[src/hw/rtl/sstid_pkg.sv]
// ----------------------------------------------------------------------------
// sstid_pkg - shared types and constants for the session slot table
// Operation codes, register map, payload word types and default sizes.
// ----------------------------------------------------------------------------
package sstid_pkg;

  // default sizes
  localparam int SLOTS_DEF       = 16;
  localparam int MAX_PLAYERS_DEF = 8;

  // handshake window added to the allocate time
  localparam logic [31:0] HS_WINDOW = 32'd5000;

  // operation codes
  localparam logic [2:0] OP_ALLOC = 3'd0;
  localparam logic [2:0] OP_AUTH  = 3'd1;
  localparam logic [2:0] OP_REL   = 3'd2;
  localparam logic [2:0] OP_SEND  = 3'd3;
  localparam logic [2:0] OP_FIND  = 3'd4;
  localparam logic [2:0] OP_RST   = 3'd5;

  // register indexes and reset values
  localparam logic REG_HOST  = 1'b0;
  localparam logic REG_LIMIT = 1'b1;
  localparam logic [3:0] HOST_RST  = 4'd0;
  localparam logic [3:0] LIMIT_RST = 4'd8;

  // input word
  typedef struct packed {
    logic [2:0]  kind;
    logic [15:0] peer_tag;
    logic [31:0] now_time;
    logic        security_ok;
    logic [7:0]  wanted_player;
  } in_word_t;

  // result word
  typedef struct packed {
    logic        ok;
    logic [3:0]  slot_index;
    logic [3:0]  player_out;
    logic [31:0] deadline_out;
    logic [31:0] last_rx_out;
    logic [4:0]  auth_count;
    logic [4:0]  pending_count;
  } out_word_t;

endpackage

[src/hw/rtl/session_slot_table_with_id_allocator.sv]
// ----------------------------------------------------------------------------
// session_slot_table_with_id_allocator - peer session table
// Slot table in one synchronous memory with lowest-free player id allocation.
// ----------------------------------------------------------------------------
// Usage:
//   in_*  : one operation word per handshake (allocate, authenticate, release,
//           sender lookup, find by player id, reset all).
//   out_* : exactly one result word per operation, in order.
//   cfg_* : APB-style register port, host id at 0x0, session limit at 0x4.
// Timing: an operation reads every slot once from the table memory (one read
//   per cycle, registered read data), then an authenticate walks the player
//   ids for the lowest free one. A word is taken only in idle, so the scan of
//   one word ends before the next word starts.
// The next word is taken while a result still waits in the output register;
//   a stalled receiver holds the commit of the following word only.
// Reset: slot valid bits and counters clear at once, so the table reads as
//   empty straight after reset; registers take host 0 and limit 8.
// ----------------------------------------------------------------------------
module session_slot_table_with_id_allocator #(
  parameter int SLOTS       = sstid_pkg::SLOTS_DEF,
  parameter int MAX_PLAYERS = sstid_pkg::MAX_PLAYERS_DEF
) (
  input  logic                 clk,
  input  logic                 rst_n,
  input  logic                 in_valid,
  output logic                 in_ready,
  input  sstid_pkg::in_word_t  in_data,
  output logic                 out_valid,
  input  logic                 out_ready,
  output sstid_pkg::out_word_t out_data,
  input  logic                 cfg_psel,
  input  logic                 cfg_penable,
  input  logic                 cfg_pwrite,
  input  logic [2:0]           cfg_paddr,
  input  logic [31:0]          cfg_pwdata,
  output logic [31:0]          cfg_prdata,
  output logic                 cfg_pready
);

  localparam int SW  = (SLOTS > 1) ? $clog2(SLOTS) : 1;
  localparam int CW  = $clog2(SLOTS + 1);
  localparam int PW  = $clog2(MAX_PLAYERS + 1);
  localparam int IW  = $clog2(MAX_PLAYERS);
  localparam logic [SW-1:0] LAST_SLOT = SW'(SLOTS - 1);
  localparam logic [IW-1:0] LAST_ID   = IW'(MAX_PLAYERS - 1);
  localparam logic [PW-1:0] NO_PLAYER = PW'(MAX_PLAYERS);

  typedef enum logic [4:0] {
    ST_IDLE   = 5'b00001,
    ST_SCAN   = 5'b00010,
    ST_DECIDE = 5'b00100,
    ST_IDS    = 5'b01000,
    ST_COMMIT = 5'b10000
  } state_t;

  state_t state_r;

  // registers
  logic [3:0] host_r, limit_r;
  logic       cfg_wr;

  assign cfg_pready = 1'b1;
  assign cfg_wr     = cfg_psel && cfg_penable && cfg_pwrite;
  assign cfg_prdata = (cfg_paddr[2] == sstid_pkg::REG_LIMIT) ? {28'd0, limit_r}
                                                             : {28'd0, host_r};

  always_ff @(posedge clk) begin
    if (!rst_n) begin
      host_r  <= sstid_pkg::HOST_RST;
      limit_r <= sstid_pkg::LIMIT_RST;
    end else if (cfg_wr) begin
      if (cfg_paddr[2] == sstid_pkg::REG_LIMIT) limit_r <= cfg_pwdata[3:0];
      else                                      host_r  <= cfg_pwdata[3:0];
    end
  end

  // slot table memory
  logic [15:0]    mem_peer [SLOTS];
  logic           mem_auth [SLOTS];
  logic [PW-1:0]  mem_player [SLOTS];
  logic [31:0]    mem_dl [SLOTS];
  logic [31:0]    mem_lrx [SLOTS];
  logic [SLOTS-1:0] vld_r;

  logic          rd_en, wr_en;
  logic [SW-1:0] rd_addr_r, wr_idx;
  logic [15:0]   rq_peer_r, wr_peer;
  logic          rq_auth_r, wr_auth;
  logic [PW-1:0] rq_player_r, wr_player;
  logic [31:0]   rq_dl_r, rq_lrx_r, wr_dl, wr_lrx;

  always_ff @(posedge clk) begin
    if (rd_en) begin
      rq_peer_r   <= mem_peer[rd_addr_r];
      rq_auth_r   <= mem_auth[rd_addr_r];
      rq_player_r <= mem_player[rd_addr_r];
      rq_dl_r     <= mem_dl[rd_addr_r];
      rq_lrx_r    <= mem_lrx[rd_addr_r];
    end
    if (wr_en) begin
      mem_peer[wr_idx]   <= wr_peer;
      mem_auth[wr_idx]   <= wr_auth;
      mem_player[wr_idx] <= wr_player;
      mem_dl[wr_idx]     <= wr_dl;
      mem_lrx[wr_idx]    <= wr_lrx;
    end
  end

  // scan pipeline
  logic          iss_r, rd_pend_r;
  logic [SW-1:0] rd_idx_r;
  logic [15:0]   e_peer;
  logic          e_auth;
  logic [PW-1:0] e_player;
  logic [31:0]   e_dl, e_lrx;

  assign rd_en = (state_r == ST_SCAN) && iss_r;

  // unwritten slots read as empty
  always_comb begin
    e_peer   = rq_peer_r;
    e_auth   = rq_auth_r;
    e_player = rq_player_r;
    e_dl     = rq_dl_r;
    e_lrx    = rq_lrx_r;
    if (!vld_r[rd_idx_r]) begin
      e_peer   = '0;
      e_auth   = 1'b0;
      e_player = NO_PLAYER;
      e_dl     = '0;
      e_lrx    = '0;
    end
  end

  // latched word and scan results
  sstid_pkg::in_word_t item_r;
  logic          f_hit_r, f_auth_r, emp_hit_r, w_hit_r, id_ok_r;
  logic [SW-1:0] f_idx_r, emp_idx_r, w_idx_r;
  logic [PW-1:0] f_player_r, w_player_r;
  logic [31:0]   f_dl_r, f_lrx_r, w_dl_r, w_lrx_r;
  logic [MAX_PLAYERS-1:0] taken_r, taken_nxt;
  logic [IW-1:0] id_r;
  logic [CW-1:0] auth_r, pend_r, auth_nxt, pend_nxt;
  logic          room, peer_hit, want_hit, id_free, commit;
  sstid_pkg::out_word_t res;
  logic          clr_all;

  assign room = (limit_r >= 4'd2) && (32'(limit_r) <= MAX_PLAYERS) &&
                (32'(auth_r) + 32'd1 < 32'(limit_r));
  assign peer_hit = (item_r.peer_tag != 16'd0) && (e_peer == item_r.peer_tag);
  assign want_hit = e_auth && (8'(e_player) == item_r.wanted_player);
  assign id_free  = (32'(id_r) != 32'(host_r)) && !taken_r[id_r];
  assign commit   = (state_r == ST_COMMIT) && (!out_valid || out_ready);
  assign in_ready = (state_r == ST_IDLE);

  // ids held by authenticated slots
  always_comb begin
    taken_nxt = taken_r;
    for (int i = 0; i < MAX_PLAYERS; i++)
      if (e_auth && e_player == PW'(i)) taken_nxt[i] = 1'b1;
  end

  // sequencer
  always_ff @(posedge clk) begin
    if (!rst_n) begin
      state_r   <= ST_IDLE;
      iss_r     <= 1'b0;
      rd_pend_r <= 1'b0;
    end else begin
      rd_pend_r <= rd_en;
      case (state_r)
        ST_IDLE: begin
          if (in_valid) begin
            state_r <= ST_SCAN;
            iss_r   <= 1'b1;
          end
        end
        ST_SCAN: begin
          if (rd_en && rd_addr_r == LAST_SLOT) iss_r <= 1'b0;
          if (rd_pend_r && rd_idx_r == LAST_SLOT) state_r <= ST_DECIDE;
        end
        ST_DECIDE: begin
          if (item_r.kind == sstid_pkg::OP_AUTH && f_hit_r && !f_auth_r &&
              item_r.security_ok && room)
            state_r <= ST_IDS;
          else
            state_r <= ST_COMMIT;
        end
        ST_IDS: begin
          if (id_free || id_r == LAST_ID) state_r <= ST_COMMIT;
        end
        ST_COMMIT: begin
          if (commit) state_r <= ST_IDLE;
        end
        default: state_r <= ST_IDLE;
      endcase
    end
  end

  // scan datapath
  always_ff @(posedge clk) begin
    if (state_r == ST_IDLE && in_valid) begin
      item_r    <= in_data;
      rd_addr_r <= '0;
      f_hit_r   <= 1'b0;
      emp_hit_r <= 1'b0;
      w_hit_r   <= 1'b0;
      id_ok_r   <= 1'b0;
      taken_r   <= '0;
      id_r      <= '0;
    end
    if (rd_en) begin
      rd_idx_r <= rd_addr_r;
      if (rd_addr_r != LAST_SLOT) rd_addr_r <= rd_addr_r + SW'(1);
    end
    if (state_r == ST_SCAN && rd_pend_r) begin
      taken_r <= taken_nxt;
      if (!f_hit_r && peer_hit) begin
        f_hit_r    <= 1'b1;
        f_idx_r    <= rd_idx_r;
        f_auth_r   <= e_auth;
        f_player_r <= e_player;
        f_dl_r     <= e_dl;
        f_lrx_r    <= e_lrx;
      end
      if (!emp_hit_r && e_peer == 16'd0) begin
        emp_hit_r <= 1'b1;
        emp_idx_r <= rd_idx_r;
      end
      if (!w_hit_r && want_hit) begin
        w_hit_r    <= 1'b1;
        w_idx_r    <= rd_idx_r;
        w_player_r <= e_player;
        w_dl_r     <= e_dl;
        w_lrx_r    <= e_lrx;
      end
    end
    // lowest free id walk
    if (state_r == ST_IDS) begin
      if (id_free) id_ok_r <= 1'b1;
      else if (id_r != LAST_ID) id_r <= id_r + IW'(1);
    end
  end

  // commit: result, table write, counters
  always_comb begin
    res           = '0;
    res.player_out = 4'(MAX_PLAYERS);
    wr_en     = 1'b0;
    wr_idx    = f_idx_r;
    wr_peer   = '0;
    wr_auth   = 1'b0;
    wr_player = NO_PLAYER;
    wr_dl     = '0;
    wr_lrx    = '0;
    auth_nxt  = auth_r;
    pend_nxt  = pend_r;
    clr_all   = 1'b0;
    case (item_r.kind)
      sstid_pkg::OP_ALLOC: begin
        if (item_r.peer_tag != 16'd0 && !f_hit_r && emp_hit_r) begin
          wr_en   = 1'b1;
          wr_idx  = emp_idx_r;
          wr_peer = item_r.peer_tag;
          wr_dl   = item_r.now_time + sstid_pkg::HS_WINDOW;
          pend_nxt = pend_r + CW'(1);
          res.ok           = 1'b1;
          res.slot_index   = 4'(emp_idx_r);
          res.deadline_out = wr_dl;
        end
      end
      sstid_pkg::OP_AUTH: begin
        if (id_ok_r) begin
          wr_en     = 1'b1;
          wr_peer   = item_r.peer_tag;
          wr_auth   = 1'b1;
          wr_player = PW'(id_r);
          wr_lrx    = item_r.now_time;
          auth_nxt  = auth_r + CW'(1);
          pend_nxt  = pend_r - CW'(1);
          res.ok          = 1'b1;
          res.slot_index  = 4'(f_idx_r);
          res.player_out  = 4'(id_r);
          res.last_rx_out = item_r.now_time;
        end
      end
      sstid_pkg::OP_REL: begin
        if (f_hit_r) begin
          wr_en = 1'b1;
          if (f_auth_r && auth_r != '0) auth_nxt = auth_r - CW'(1);
          if (!f_auth_r) pend_nxt = pend_r - CW'(1);
          res.ok         = 1'b1;
          res.slot_index = 4'(f_idx_r);
        end
      end
      sstid_pkg::OP_SEND: begin
        if (f_hit_r && f_auth_r) begin
          res.ok           = 1'b1;
          res.slot_index   = 4'(f_idx_r);
          res.player_out   = 4'(f_player_r);
          res.deadline_out = f_dl_r;
          res.last_rx_out  = f_lrx_r;
        end
      end
      sstid_pkg::OP_FIND: begin
        if (32'(item_r.wanted_player) < MAX_PLAYERS && w_hit_r) begin
          res.ok           = 1'b1;
          res.slot_index   = 4'(w_idx_r);
          res.player_out   = 4'(w_player_r);
          res.deadline_out = w_dl_r;
          res.last_rx_out  = w_lrx_r;
        end
      end
      sstid_pkg::OP_RST: begin
        clr_all  = 1'b1;
        auth_nxt = '0;
        pend_nxt = '0;
        res.ok   = 1'b1;
      end
      default: ;
    endcase
    wr_en = wr_en && commit;
    res.auth_count    = 5'(auth_nxt);
    res.pending_count = 5'(pend_nxt);
  end

  // counters, valid bits and output register
  sstid_pkg::out_word_t out_r;
  logic out_valid_r;

  always_ff @(posedge clk) begin
    if (!rst_n) begin
      vld_r       <= '0;
      auth_r      <= '0;
      pend_r      <= '0;
      out_valid_r <= 1'b0;
    end else begin
      if (out_ready) out_valid_r <= 1'b0;
      if (commit) begin
        auth_r      <= auth_nxt;
        pend_r      <= pend_nxt;
        out_valid_r <= 1'b1;
        if (clr_all) vld_r <= '0;
        else if (wr_en) vld_r[wr_idx] <= 1'b1;
      end
    end
  end

  always_ff @(posedge clk) begin
    if (commit) out_r <= res;
  end

  assign out_valid = out_valid_r;
  assign out_data  = out_r;

  // checks
  a_cnt_bound: assert property (@(posedge clk) disable iff (!rst_n)
    32'(auth_r) + 32'(pend_r) <= SLOTS)
    else $error("session counters exceed slot count");

  a_accept_scan: assert property (@(posedge clk) disable iff (!rst_n)
    (in_valid && in_ready) |=> (state_r == ST_SCAN))
    else $error("accepted word did not start a scan");

  a_rst_all: assert property (@(posedge clk) disable iff (!rst_n)
    (commit && clr_all) |=> (auth_r == '0 && pend_r == '0 && vld_r == '0))
    else $error("reset all left state behind");

  a_commit_free: assert property (@(posedge clk) disable iff (!rst_n)
    commit |-> (!out_valid || out_ready))
    else $error("result overwritten before taken");

endmodule
[config.mk]
export PLATFORM = sky130hd
export DESIGN_NAME = session_slot_table_with_id_allocator
export DESIGN_NICKNAME = d
export VERILOG_FILES = /design/src/hw/rtl/sstid_pkg.sv /design/src/hw/rtl/session_slot_table_with_id_allocator.sv
export SDC_FILE = /design/constraint.sdc
export NUM_CORES = 2
export LEC_CHECK = 0
export BUFFER_PORTS_ARGS = -buffer_cell sky130_fd_sc_hd__buf_4
export CAP_MARGIN = 10
export CORE_ASPECT_RATIO = 0.8
export CORE_MARGIN = 3
export CORE_UTILIZATION = 40
export CTS_CLUSTER_SIZE = 20
export DETAILED_ROUTE_END_ITERATION = 10
export HOLD_SLACK_MARGIN = 0.15
export PLACE_DENSITY = 0.6
export SLEW_MARGIN = 15
export SYNTH_ARGS = -nofsm -noshare
export SYNTH_HDL_FRONTEND = slang
export SYNTH_SLANG_ARGS = --single-unit
[constraint.sdc]
create_clock -name clk -period 9.5 [get_ports clk]
set_input_delay 1.9 -clock clk [delete_from_list [all_inputs] [get_ports clk]]
set_output_delay 1.9 -clock clk [all_outputs]
set_load 0.005 [all_outputs]
### Yosys cells after proc, flatten, opt, wreduce, memory -nomap -nowiden

Memories as Yosys holds them, arrays and structs flattened. A register that Yosys moved wholly into a read port is not among the register bits.
Index checks and enable logic that the tools add are counted.

* register bits after elaboration: 357
* memories: 5
* input bits: 102
* output and inout bits: 118
* memory bits (writable): 1360
* word-level logic and storage cells: 267

* bitwise operators: 2
* eq/ne operators: 38
* reductions and logical operators: 68
* add/sub/neg operators: 8
* magnitude comparators: 8
* multiplexer cells: 92

Memories
* mem_dl: words 16, width 32, read ports 1, clocked after Yosys merged registers in 1, wr ports 1, line session_slot_table_with_id_allocator.sv:81 `logic [31:0] mem_dl [SLOTS];`
* mem_lrx: words 16, width 32, read ports 1, clocked after Yosys merged registers in 1, wr ports 1, line session_slot_table_with_id_allocator.sv:82 `logic [31:0] mem_lrx [SLOTS];`
* mem_peer: words 16, width 16, read ports 1, clocked after Yosys merged registers in 1, wr ports 1, line session_slot_table_with_id_allocator.sv:78 `logic [15:0] mem_peer [SLOTS];`
* mem_player: words 16, width 4, read ports 1, clocked after Yosys merged registers in 1, wr ports 1, line session_slot_table_with_id_allocator.sv:80 `logic [PW-1:0] mem_player [SLOTS];`
* mem_auth: words 16, width 1, read ports 1, clocked after Yosys merged registers in 1, wr ports 1, line session_slot_table_with_id_allocator.sv:79 `logic mem_auth [SLOTS];`

Operator list (count)
* $mux 32: 6
* $pmux 32 s3: 2
* $mux 73: 2
* $mux 16: 5
* $mux 5: 14
* $mux 4: 9
* $logic_and 1x1->1: 35
* $mux 1: 35
* $add 32x13->32 const B: 1
* $pmux 16 s2: 1
* $reduce_and 2->1: 14
* $ne 2x2->1 const B: 13
* $pmux 5 s5: 1
* $pmux 4 s5: 1
* $pmux 5 s4: 1
* $eq 16x16->1: 1
* $eq 4x3->1 const B: 4
* $logic_not 16->1: 1
* $mux 8: 2
* $or 16x16->16: 1
* $reduce_bool 16->1: 1
* $pmux 5 s3: 1
* $mux 3: 4
* $pmux 4 s3: 1
* 43 further kinds: 60

### Depth between registers and ports, before layout

* word-level depth: 12
* gate-level depth with buffers: 10
* mapped depth without buffers: 9

### Worst setup path before layout

OpenSTA, ideal clock, no wires.

* kind: register to register
* from: register rd_idx_r[0]
* to: register f_auth_r (enable)
* buffers on the path: 2
* path slack: 1.889 ns
* arrival time: 7.017 ns
* data required time: 8.906 ns
* library setup time: 0.594 ns
* period minus slack after synthesis: 7.611 ns
* cell stages (with the launch flop): 9
* cell sequence: edfxtp_1 buf_6 mux2_4 a222oi_1 a22oi_2 buf_6 a211oi_2 o22ai_1 nor3_1

* cells in the longest elaborated chain, start to end: 7

Ends and longest elaborated chain
* from (decl): line session_slot_table_with_id_allocator.sv:111 `logic [SW-1:0] rd_idx_r;`
* from (signal assigned): line session_slot_table_with_id_allocator.sv:213 `rd_idx_r <= rd_addr_r;`
* $bmux 1 s4: line session_slot_table_with_id_allocator.sv:126 `if (!vld_r[rd_idx_r]) begin`
* $mux 1 (not written as such): line session_slot_table_with_id_allocator.sv:126
* $mux 16: line session_slot_table_with_id_allocator.sv:126
* $eq 16x16->1: line session_slot_table_with_id_allocator.sv:150 `assign peer_hit = (item_r.peer_tag != 16'd0) && (e_peer == item_r.peer_tag);`
* $logic_and 1x1->1: line session_slot_table_with_id_allocator.sv:150
* $logic_and 1x1->1: line session_slot_table_with_id_allocator.sv:218 `if (!f_hit_r && peer_hit) begin`
* $reduce_and 2->1 (no line)
* to (signal assigned): line session_slot_table_with_id_allocator.sv:221 `f_auth_r <= e_auth;`
* to (decl): line session_slot_table_with_id_allocator.sv:137 `logic f_hit_r, f_auth_r, emp_hit_r, w_hit_r, id_ok_r;`

No other way between the ends. The select of a mux whose other input is x is not followed.
A chain may end at the register's enable or synchronous reset.

### Worst setup path in the final report

* from: register item_r[46] (netlist bit)
* to: memory mem_lrx[2][30] (enable)

* cells in the longest elaborated chain, start to end: 8
* elaborated cells on any way between the ends: 10
* classes of those cells: mux (6); reduce/logical (4)

Ends and longest elaborated chain
* from (decl): line session_slot_table_with_id_allocator.sv:136 `sstid_pkg::in_word_t item_r;`
* from (signal assigned): line session_slot_table_with_id_allocator.sv:203 `item_r <= in_data;`
* $reduce_bool 16->1 (*): line session_slot_table_with_id_allocator.sv:261 `if (item_r.peer_tag != 16'd0 && !f_hit_r && emp_hit_r) begin`
* $logic_and 1x1->1 (*) (2 in series): line session_slot_table_with_id_allocator.sv:261
* $mux 1: line session_slot_table_with_id_allocator.sv:261
* $pmux 1 s3: line session_slot_table_with_id_allocator.sv:259 `case (item_r.kind)`
* $logic_and 1x1->1: line session_slot_table_with_id_allocator.sv:322 `wr_en = wr_en && commit;`
* $mux 1: line session_slot_table_with_id_allocator.sv:100 `if (wr_en) begin`
* $mux 1 (not written as such): line session_slot_table_with_id_allocator.sv:105 `mem_lrx[wr_idx] <= wr_lrx;`
* to (decl): line session_slot_table_with_id_allocator.sv:82

Mark *: on every way between the ends. The rest lies on a longest branch, timed or not.

==> run_results.csv <==
group,metric,value,unit
floorplanning,die-area,178000,um^2
floorplanning,initial_core_util,40.5,%
timing,maxSlewViolCount,0,
power,vdd_drop_max,0.173,mV
floorplanning,die_w,470,um
power,total_power,16.0,mW
worst_hold_path,min_from,"vld_r[14]",
logic_synthesis,synthArstFlopShare,0,%
clock_tree,cts_made_buffers,175,
placed_design,numPortBuffers,160,
logic_synthesis,synth-edff-count,1749,
logic_synthesis,yosysUniqueCellTypes,78,
clock_tree,cts_sinks,1802,
timing,rsz0062_at_grt,"no",
power,power.leakage,27.4,nW
timing,max_freq,0.196,GHz
logic_synthesis,synth_top_cell_by_area,"edfxtp_1",
drt,drcViolationCount,0,
clock_tree,clk_path_buf_depth,3,
timing,hold_viol,0,
critical_path,worstSetupStartpoint,"item_r[46]",
global_route,grt_max_degree,117,
finish,fillers,13900,
timing,period_share,53.7,%
finish,fin_area,78800,um^2
drt,first_iter_violations,3802,
drt,wirelength,166000,um
logic_synthesis,synth_area,69000,um^2
global_route,grt_use_total,18.6,%
clock_tree,clock_latency,0.79,ns
power,p_comb_share,3.0,%
timing,worst_slack,4.40,ns
power,p_int,12.7,mW
floorplanning,die_y,378,um
critical_path,crit_arrival,5.50,ns
job,drv_cap,0,
global_route,grt_pass1_vias,33200,
logic_synthesis,synth_ff_type,"edfxtp_1",
clock_tree,cts_root_buf,"clkbuf_16",
global_route,antenna_found_initial,12,
timing,setup_tns,0,ns
critical_path,worstPathMaxFanout,45,
critical_path,critical_path_required,9.90,ns
timing,fin_crit,5.10,ns
floorplanning,core-area,170000,um^2
logic_synthesis,synth_commonest_cells,"1749 x edfxtp_1, 427 x mux4_2, 110 x clkbuf_1",
logic_synthesis,synth.yosys.seq_area_share,77.6,%
placed_design,dp_hpwl,88400,um
logic_synthesis,yosys_warnings,0,
worst_hold_path,hold_path_class,"flop to flop",
logic_synthesis,synthCells,3177,
power,seq_power_share,54.6,%
power,power_density,203,nW/um^2
run_status,status,"finished, final reports clean",
floorplanning,pin_count,220,
finish,seqCellArea,53600,um^2
finish,drive_above_1_share,27.3,%
power,p_switching,3.30,mW
placed_design,post-place-ws,3.88,ns
power,p_sw_share,20.6,%
drt,ant_nets,0,
drt,num_vias,33200,
power,power_frac_clock,42.4,%
logic_synthesis,yosys.area.top_type_share,76.1,%
critical_path,critPathLaunchType,"flop",
finish,area_growth_syn_to_layout,14.2,%
critical_path,r2r_start,"item_r[46]",
logic_synthesis,synth.most_common_cell,"edfxtp_1",
finish,finalNetCount,3539,
drt,avgRoutedWirePerCell,28.4,um
clock_tree,htree_num_levels,4,
timing,relSlewSlack,22.0,%
drt,drtPass1Iterations,7,
clock_tree,post_cts_buffers,0,
critical_path,endpoint_kind,"flop",
placed_design,dpl_cell_area,73200,um^2
timing,setup_viol,0,
critical_path,criticalPathCategory,"flop to flop",
timing,worstMarginPinSlew,1.17,ns
timing,finClkSkew,0.0330,ns
clock_tree,cts_tree,"yes",
clock_tree,cts.repair.resized,0,
placed_design,globalplace.congestion,0.774,
finish,multi_input_area,14700,um^2
floorplanning,row_count,135,
logic_synthesis,ys_seq_elements,1802,
clock_tree,hold_buffers,0,
global_route,grt_first_pass_wirelength,239000,um
drt,viasPerCell,5.68,
logic_synthesis,avgSynthCellArea,21.7,um^2
clock_tree,clk_pin_slew,0.06,ns
logic_synthesis,yosys-top-cells-area,"edfxtp_1 76%, mux4_2 14%, dfxtp_1 1.5%, a221o_1 0.91%, and2_1 0.83%",
global_route,grt_remaining_overflow,0,
## worst max-delay path, stage by stage (launching register included)
cell and delay, ns:
edfxtp_1 0.49, nor4_1 0.44, and4_1 0.47, a211o_2 0.82, mux2i_1 0.42, nand2_1 0.34
nor2_4 0.72, buf_4 0.90
## flip-flops by register name, indices dropped and copies added (netlist names), 5 cells and up
name	cells
mem_peer	256
taken_r	8
pend_r	5
mem_player	64
f_lrx_r	32
vld_r	16
w_lrx_r	32
state_r	5
auth_r	5
mem_dl	512
out_data	83
mem_lrx	512
mem_auth	16
item_r	60
f_dl_r	32
w_dl_r	32
rq_dl_r	32
rq_peer_r	16
rq_lrx_r	32
## cells in the final DEF (no fill, tap or decap), drive strengths merged, types with 7 or more instances in the layout
master / netlist / final
ha: 11 / 11
clkbuf: 111 / 210
nor2b: 22 / 22
mux4: 427 / 427
nand2: 67 / 67
a31oi: 7 / 7
mux2i: 17 / 17
inv: 42 / 51
nand2b: 11 / 11
edfxtp: 1749 / 1749
mux2: 12 / 12
dfxtp: 53 / 53
bufinv: 0 / 14
conb: 2 / 29
a21o: 8 / 8
nor3: 16 / 16
clkinvlp: 0 / 9
and2: 92 / 92
nand3: 16 / 16
a21oi: 29 / 29
nand4: 11 / 11
a22o: 15 / 15
clkinv: 1 / 80
buf: 74 / 230
nor4: 9 / 9
xor2: 20 / 20
a211oi: 8 / 8
nor2: 79 / 79
o21ai: 35 / 35
xnor2: 14 / 14
and3: 42 / 42
a221o: 63 / 63
a221oi: 8 / 8
o31ai: 10 / 10
o211ai: 10 / 10
## worst paths after layout
path                    endpoint  slack, ns  cells past startpoint
setup / recovery  mem_lrx[2][30]       4.40                      7
hold / removal         vld_r[14]       0.46                      2
setup reg to reg  mem_lrx[2][30]       4.40                      7
hold reg to reg        vld_r[14]       0.46                      2
## area by class of cell
class	count	share of cell area, %
clock inverter	111	1.28
multi-input combinational	1174	18.7
timing repair buffer	230	2.43
antenna	6	0.0190
sequential	1802	68.0
inverter	43	0.216
tap	2260	3.59
clock buffer	210	5.80
## power by group through the flow
stage               combinational (mW)  sequential (mW)  clock [mW]
finish                           0.474             8.74        6.79
global placement                 0.483             8.91           0
detailed placement               0.486             8.91           0
CTS                              0.487             8.74        6.95
floorplan                        0.378             8.83           0
global route                     0.513             8.74        7.27
## per-layer routing
layer  part of all wire [%]  track usage, %
met3                    7.5            3.79
met5                 0.0072               0
met2                     47            28.7
met1                     44            27.0
met4                    2.3            5.07
## cells by family after synthesis
logic type / Yosys count / share of synthesized area, %
AOI/OAI and AO/OA: 239 / 2.74
xor gates and xnor gates: 34 / 0.431
adders and majority gates: 11 / 0.199
buffers and inverters: 228 / 1.45
DFF: 1802 / 77.6
muxes: 456 / 14.4
other: 2 / 0.0109
and+or+nand+nor: 405 / 3.18
## metrics by stage
stage	hold WS (ns)	util, %	cells
after floorplan	0.406	-	3204
after global placement	0.440	43.0	5508
after detailed placement	0.448	43.0	5508
after CTS	0.462	46.2	5829
after global routing	0.496	46.3	5831
final	0.463	46.3	5836
No activity file was read; power rests on OpenSTA's default activity.
